--- src/rtl/snz_pkg.sv ---
package snz_pkg;

   // Fixed-point constants
   localparam logic [31:0] SKEW_Q32   = 32'd1572067135;
   localparam logic [31:0] UNSKEW_Q32 = 32'd907633384;
   localparam logic [31:0] UNSKEW_Q24 = 32'd3545443;
   localparam logic [31:0] ONE_Q24    = 32'd16777216;
   localparam logic [47:0] HALF_Q48   = 48'd140737488355328;
   localparam logic [21:0] SCALE_Q16  = 22'd3008102;

   // Corner offsets are Q24, held in 32 bits (values stay within +-4)
   localparam int OFS_W  = 32;
   // Gradient value and per-corner term widths
   localparam int GRAD_W = 34;
   localparam int TERM_W = 34;
   localparam int SUM_W  = 36;

   // Permutation ROM
   localparam logic [7:0] PERM_ROM [256] = '{
      8'd151, 8'd160, 8'd137, 8'd91,  8'd90,  8'd15,  8'd131, 8'd13,
      8'd201, 8'd95,  8'd96,  8'd53,  8'd194, 8'd233, 8'd7,   8'd225,
      8'd140, 8'd36,  8'd103, 8'd30,  8'd69,  8'd142, 8'd8,   8'd99,
      8'd37,  8'd240, 8'd21,  8'd10,  8'd23,  8'd190, 8'd6,   8'd148,
      8'd247, 8'd120, 8'd234, 8'd75,  8'd0,   8'd26,  8'd197, 8'd62,
      8'd94,  8'd252, 8'd219, 8'd203, 8'd117, 8'd35,  8'd11,  8'd32,
      8'd57,  8'd177, 8'd33,  8'd88,  8'd237, 8'd149, 8'd56,  8'd87,
      8'd174, 8'd20,  8'd125, 8'd136, 8'd171, 8'd168, 8'd68,  8'd175,
      8'd74,  8'd165, 8'd71,  8'd134, 8'd139, 8'd48,  8'd27,  8'd166,
      8'd77,  8'd146, 8'd158, 8'd231, 8'd83,  8'd111, 8'd229, 8'd122,
      8'd60,  8'd211, 8'd133, 8'd230, 8'd220, 8'd105, 8'd92,  8'd41,
      8'd55,  8'd46,  8'd245, 8'd40,  8'd244, 8'd102, 8'd143, 8'd54,
      8'd65,  8'd25,  8'd63,  8'd161, 8'd1,   8'd216, 8'd80,  8'd73,
      8'd209, 8'd76,  8'd132, 8'd187, 8'd208, 8'd89,  8'd18,  8'd169,
      8'd200, 8'd196, 8'd135, 8'd130, 8'd116, 8'd188, 8'd159, 8'd86,
      8'd164, 8'd100, 8'd109, 8'd198, 8'd173, 8'd186, 8'd3,   8'd64,
      8'd52,  8'd217, 8'd226, 8'd250, 8'd124, 8'd123, 8'd5,   8'd202,
      8'd38,  8'd147, 8'd118, 8'd126, 8'd255, 8'd82,  8'd85,  8'd212,
      8'd207, 8'd206, 8'd59,  8'd227, 8'd47,  8'd16,  8'd58,  8'd17,
      8'd182, 8'd189, 8'd28,  8'd42,  8'd223, 8'd183, 8'd170, 8'd213,
      8'd119, 8'd248, 8'd152, 8'd2,   8'd44,  8'd154, 8'd163, 8'd70,
      8'd221, 8'd153, 8'd101, 8'd155, 8'd167, 8'd43,  8'd172, 8'd9,
      8'd129, 8'd22,  8'd39,  8'd253, 8'd19,  8'd98,  8'd108, 8'd110,
      8'd79,  8'd113, 8'd224, 8'd232, 8'd178, 8'd185, 8'd112, 8'd104,
      8'd218, 8'd246, 8'd97,  8'd228, 8'd251, 8'd34,  8'd242, 8'd193,
      8'd238, 8'd210, 8'd144, 8'd12,  8'd191, 8'd179, 8'd162, 8'd241,
      8'd81,  8'd51,  8'd145, 8'd235, 8'd249, 8'd14,  8'd239, 8'd107,
      8'd49,  8'd192, 8'd214, 8'd31,  8'd181, 8'd199, 8'd106, 8'd157,
      8'd184, 8'd84,  8'd204, 8'd176, 8'd115, 8'd121, 8'd50,  8'd45,
      8'd127, 8'd4,   8'd150, 8'd254, 8'd138, 8'd236, 8'd205, 8'd93,
      8'd222, 8'd114, 8'd67,  8'd29,  8'd24,  8'd72,  8'd243, 8'd141,
      8'd128, 8'd195, 8'd78,  8'd66,  8'd215, 8'd61,  8'd156, 8'd180
   };

   function automatic logic [7:0] perm(input logic [7:0] idx);
      return PERM_ROM[idx];
   endfunction

   // Cell stage result: corner offsets (Q24) and first-level hashes
   typedef struct packed {
      logic signed [OFS_W-1:0] ax;
      logic signed [OFS_W-1:0] ay;
      logic signed [OFS_W-1:0] bx;
      logic signed [OFS_W-1:0] by;
      logic signed [OFS_W-1:0] cx;
      logic signed [OFS_W-1:0] cy;
      logic [7:0]              hi;
      logic                    stepx;
      logic [7:0]              hash0;
      logic [7:0]              hash1;
      logic [7:0]              hash2;
   } cell_out_type;

endpackage

--- src/rtl/snz_cell.sv ---
module snz_cell #(
   parameter int COORD_FRAC_BITS = 16
) (
   input  logic                 clock,
   input  logic                 reset,
   input  logic                 adv,
   input  logic                 in_valid,
   input  logic signed [31:0]   x_coord,
   input  logic signed [31:0]   y_coord,
   output logic                 out_valid,
   output snz_pkg::cell_out_type out_data
);
   import snz_pkg::*;

   localparam int CFB    = COORD_FRAC_BITS;
   localparam int CELL_W = 34 - CFB;
   localparam int IJ_W   = CELL_W + 1;
   localparam int TP_W   = IJ_W + 33;

   logic [3:0] vld_ff;

   logic signed [31:0] x1_ff, y1_ff, x2_ff, y2_ff, x3_ff, y3_ff;
   logic signed [32:0] s1_ff, s1_in;
   logic signed [CELL_W-1:0] ci2_ff, cj2_ff, ci3_ff, cj3_ff;
   logic signed [CELL_W-1:0] ci2_in, cj2_in;
   logic signed [34:0] t3_ff, t3_in;
   cell_out_type out_ff, out_in;

   logic signed [32:0] sum_xy;
   logic signed [65:0] s_prod;
   logic signed [33:0] pxs, pys;
   logic signed [IJ_W-1:0] ij;
   logic signed [TP_W-1:0] t_prod;
   logic signed [35:0] ax16, ay16;
   logic signed [39:0] axw, ayw;
   logic signed [OFS_W-1:0] ax, ay;
   logic stepx;
   logic [7:0] hj;

   // Stage 1: skew factor
   always_comb begin
      sum_xy = 33'(x_coord) + 33'(y_coord);
      s_prod = 66'(sum_xy) * $signed({34'd0, SKEW_Q32});
      s1_in  = $signed(s_prod[64:32]);
   end

   // Stage 2: cell origin, floored
   always_comb begin
      pxs    = 34'(x1_ff) + 34'(s1_ff);
      pys    = 34'(y1_ff) + 34'(s1_ff);
      ci2_in = $signed(pxs[33:CFB]);
      cj2_in = $signed(pys[33:CFB]);
   end

   // Stage 3: unskew of the cell origin
   always_comb begin
      ij     = IJ_W'(ci2_ff) + IJ_W'(cj2_ff);
      t_prod = TP_W'(ij) * $signed({(TP_W-32)'(0), UNSKEW_Q32});
      t3_in  = $signed(t_prod[66-CFB:32-CFB]);
   end

   // Stage 4: corner offsets, middle corner, first-level hashes
   always_comb begin
      ax16  = 36'(x3_ff) - (36'(ci3_ff) <<< CFB) + 36'(t3_ff);
      ay16  = 36'(y3_ff) - (36'(cj3_ff) <<< CFB) + 36'(t3_ff);
      axw   = 40'(ax16) <<< (24 - CFB);
      ayw   = 40'(ay16) <<< (24 - CFB);
      ax    = $signed(axw[OFS_W-1:0]);
      ay    = $signed(ayw[OFS_W-1:0]);
      stepx = (ax > ay);
      hj    = cj3_ff[7:0];
      out_in.ax    = ax;
      out_in.ay    = ay;
      out_in.bx    = ax - (stepx ? $signed(ONE_Q24) : '0) + $signed(UNSKEW_Q24);
      out_in.by    = ay - (stepx ? '0 : $signed(ONE_Q24)) + $signed(UNSKEW_Q24);
      out_in.cx    = ax - $signed(ONE_Q24) + $signed(UNSKEW_Q24 << 1);
      out_in.cy    = ay - $signed(ONE_Q24) + $signed(UNSKEW_Q24 << 1);
      out_in.hi    = ci3_ff[7:0];
      out_in.stepx = stepx;
      out_in.hash0 = perm(hj);
      out_in.hash1 = perm(hj + {7'd0, ~stepx});
      out_in.hash2 = perm(hj + 8'd1);
   end

   // Valid bits
   always_ff @(posedge clock) begin
      if (reset) begin
         vld_ff <= '0;
      end else if (adv) begin
         vld_ff <= {vld_ff[2:0], in_valid};
      end
   end

   // Payload registers
   always_ff @(posedge clock) begin
      if (adv) begin
         x1_ff  <= x_coord;
         y1_ff  <= y_coord;
         s1_ff  <= s1_in;
         x2_ff  <= x1_ff;
         y2_ff  <= y1_ff;
         ci2_ff <= ci2_in;
         cj2_ff <= cj2_in;
         x3_ff  <= x2_ff;
         y3_ff  <= y2_ff;
         ci3_ff <= ci2_ff;
         cj3_ff <= cj2_ff;
         t3_ff  <= t3_in;
         out_ff <= out_in;
      end
   end

   assign out_valid = vld_ff[3];
   assign out_data  = out_ff;

endmodule

--- config.mk ---
export PLATFORM = sky130hd
export DESIGN_NAME = snz_cell
export DESIGN_NICKNAME = d
export VERILOG_FILES = /design/src/rtl/snz_pkg.sv /design/src/rtl/snz_cell.sv
export SDC_FILE = /design/constraint.sdc
export NUM_CORES = 2
export LEC_CHECK = 0
export BUFFER_PORTS_ARGS = -buffer_cell sky130_fd_sc_hd__buf_2
export CORE_ASPECT_RATIO = 1.2
export CORE_MARGIN = 4
export CORE_UTILIZATION = 50
export CTS_CLUSTER_DIAMETER = 150
export CTS_CLUSTER_SIZE = 8
export DETAILED_ROUTE_END_ITERATION = 8
export PLACE_DENSITY = 0.67
export SETUP_SLACK_MARGIN = 0.3
export SLEW_MARGIN = 20
export SYNTH_ARGS = -nofsm -noshare
export SYNTH_HDL_FRONTEND = slang
export SYNTH_SLANG_ARGS = --single-unit
export TNS_END_PERCENT = 1
--- constraint.sdc ---
create_clock -name clock -period 27 [get_ports clock]
set_input_delay 6.75 -clock clock [delete_from_list [all_inputs] [get_ports clock]]
set_output_delay 6.75 -clock clock [all_outputs]
set_load 0.02 [all_outputs]
==> summary.txt <==
Routed WL - 203000 um
setup TNS - 0 ps
vias after detailed routing - 50000
Worst Tran Pin Value - 1230 ps
initial DRC count - 4987
Worst path max stage delay - 790 ps
area leader, netlist - fa_1
# hold bufs at CTS - 0
hold_ws - 393 ps
cts repair resizes - 0
Worst Setup Slack, final - 9970 ps
crit end category - register
CTS H-tree lvls - 2
maxcap violations - 0
number of enable flip-flop cells after synthesis - 444
Hold Fails Final Rpt - 0
DR pass1 iterations - 9
cell area after layout - 68000 um^2
Synth top area share - 0.231
port bufs - 245
Num CTS Buffers - 61
Tot GR Track Use - 0.304
Final setup viols - 0
post-route ant nets - 0
initial antenna violation count - 13
die area - 132000 um^2
Worst-path clk slew - 80 ps
vias in the first global route - 51200
Seq/Total Area, Yosys - 0.213
Worst Path Arrival - 17430 ps
commonest cells in the synthesized netlist - inv_1, ha_1, fa_1, edfxtp_1, a21oi_1
multi-input logic area - 43900 um^2
synth unique cells - 99
clock sink count - 448
Worst Path Class, Setup - primary input to register
layout cells sized above 1 - 0.0739
root buf cell - clkbuf_16
ys flop type - edfxtp_1
Avg Inst Size Synth - 9.56 um^2
Die Span Y - 397 um
main combinational cell family by area after synthesis - adder cells
Hold Path Class - register to register
Compound-Gate Fraction of Synth Area - 0.150
RSZ-0062 raised after global routing - no
placed instance area - 66300 um^2
crit path max-delay cell type - xnor2_2
CP startpoint kind - primary input
cell with the most instances after synthesis - inv_1
multiplexer share of the synthesized area - 0.0109
period utilization - 0.631
most used cell, CP - fa_1
crit path max fanout - 13
DP HPWL - 164000 um
Post-Synth XOR/XNOR Area - 0.0466
die width - 332 um
grt total ovfl - 0
Mapped Area - 63100 um^2
first-pass GRT wire length - 309000 um
core region area - 125000 um^2
post-synthesis simple-gate area fraction - 0.0845
count of final max-slew check failures - 0
Mapped Cells - 6601
top area cells in the synthesized netlist - fa_1, edfxtp_1, ha_1
postcts setup bufs - 0
CTS tree - built
worst path required time - 27390 ps
Slew Limit Headroom - 0.161
async set-reset flop share out of synthesis - 0
YS warnings - 0
hold path cells - 0
DRC errors left - 0
Yosys reg bits - 448
drt wl/cell - 24.0 um
Initial Util - 0.504
Fillers - 11300
Synth Area in Adders - 0.397
Std-Cell Rows - 142
pre-CTS WS - 9380 ps
Max Fclk - 58.7 MHz
fin nets - 8405
register area - 13400 um^2
layout overhead on the synthesized area - 7.71%
fin crit period - 17030 ps
status - completed
clk buf depth - 3
Clock Latency Late Sink - 650 ps
RePlAce Congestion - 1.02
clk_skew - 33.9 ps
vias per cell - 5.91
Reg2Reg Depth - 35
largest net degree at the start of global routing - 110
I/O pins - 294
[logic make-up (layout without fill, tap and decap cells)]
| group | count (synthesis) | count (layout) |
|---|---|---|
| buffers and inverters | 1598 | 1740 |
| adders and majority gates | 1568 | 1568 |
| AOI/OAI and AO/OA | 1455 | 1455 |
| and+or+nand+nor | 1158 | 1158 |
| DFF | 448 | 448 |
| xor gates and xnor gates | 330 | 330 |
| muxes | 42 | 42 |
| other | 2 | 58 |
[sequential cells by signal, indices dropped and copies added, names as in the netlist]
| name | count |
|---|---|
| out_data | 175 |
| s1_ff | 33 |
| x1_ff | 32 |
| y1_ff | 32 |
| t3_ff | 24 |
| x2_ff | 24 |
| x3_ff | 24 |
| y2_ff | 24 |
| y3_ff | 24 |
| ci2_ff | 18 |
| cj2_ff | 18 |
| ci3_ff | 8 |
| cj3_ff | 8 |
| vld_ff | 4 |
[worst max-delay path: cells and delay by family]
kind            cells  cell delay, ps
simple gates        8            2230
compound gates      7            2030
buf+inv             8             990
xor+xnor            2             910
fa+ha+maj          10            4490
[metal layers]
metal,GRT usage,vias up,wire [um]
li1,-,22600,-
met1,0.380,24400,78400
met2,0.518,2404,96700
met3,0.0453,614,15400
met4,0.148,0,12400
met5,0,-,0
[layout by cell type, fill, tap and decap left out, types with 52 or more instances in the layout]
| master | instances |
|---|---|
| o21ai_0 | 305 |
| edfxtp_1 | 444 |
| nor3_1 | 103 |
| clkbuf_16 | 61 |
| a211oi_1 | 72 |
| ha_1 | 836 |
| xnor2_1 | 219 |
| buf_2 | 244 |
| o211ai_1 | 75 |
| o21a_1 | 52 |
| inv_1 | 1305 |
| nand3_1 | 108 |
| a21oi_1 | 411 |
| xor2_1 | 89 |
| a21o_1 | 110 |
| a31oi_1 | 66 |
| nor2_1 | 348 |
| buf_4 | 98 |
| fa_1 | 728 |
| nand2_1 | 346 |
[path summary, 6_finish.rpt]
check        startpoint        end  slack (ps)
max reg2reg   ci2_ff[0]  t3_ff[21]       15930
max          x_coord[9]  s1_ff[31]        9970
min reg2reg    y2_ff[9]   y3_ff[9]         390
min            y2_ff[9]   y3_ff[9]         390
[per-stage QoR]
stage,std cells,utilization
2_1_floorplan,6647,-
3_3_place_gp,8365,0.530
3_5_place_dp,8365,0.530
4_1_cts,8445,0.543
5_1_grt,8453,0.543
6_report,8455,0.543
[layout make-up]
type | count | area share
inverter | 1317 | 0.0728
timing repair buffer | 343 | 0.0290
multi-input combinational | 4601 | 0.646
tap | 1656 | 0.0305
clock inverter | 3 | 0.000976
clock buffer | 77 | 0.0233
sequential | 448 | 0.197
antenna | 10 | 0.000368
Power is not shown: default switching activity piles up to over one toggle a cycle in this logic, so the estimate is an artifact.
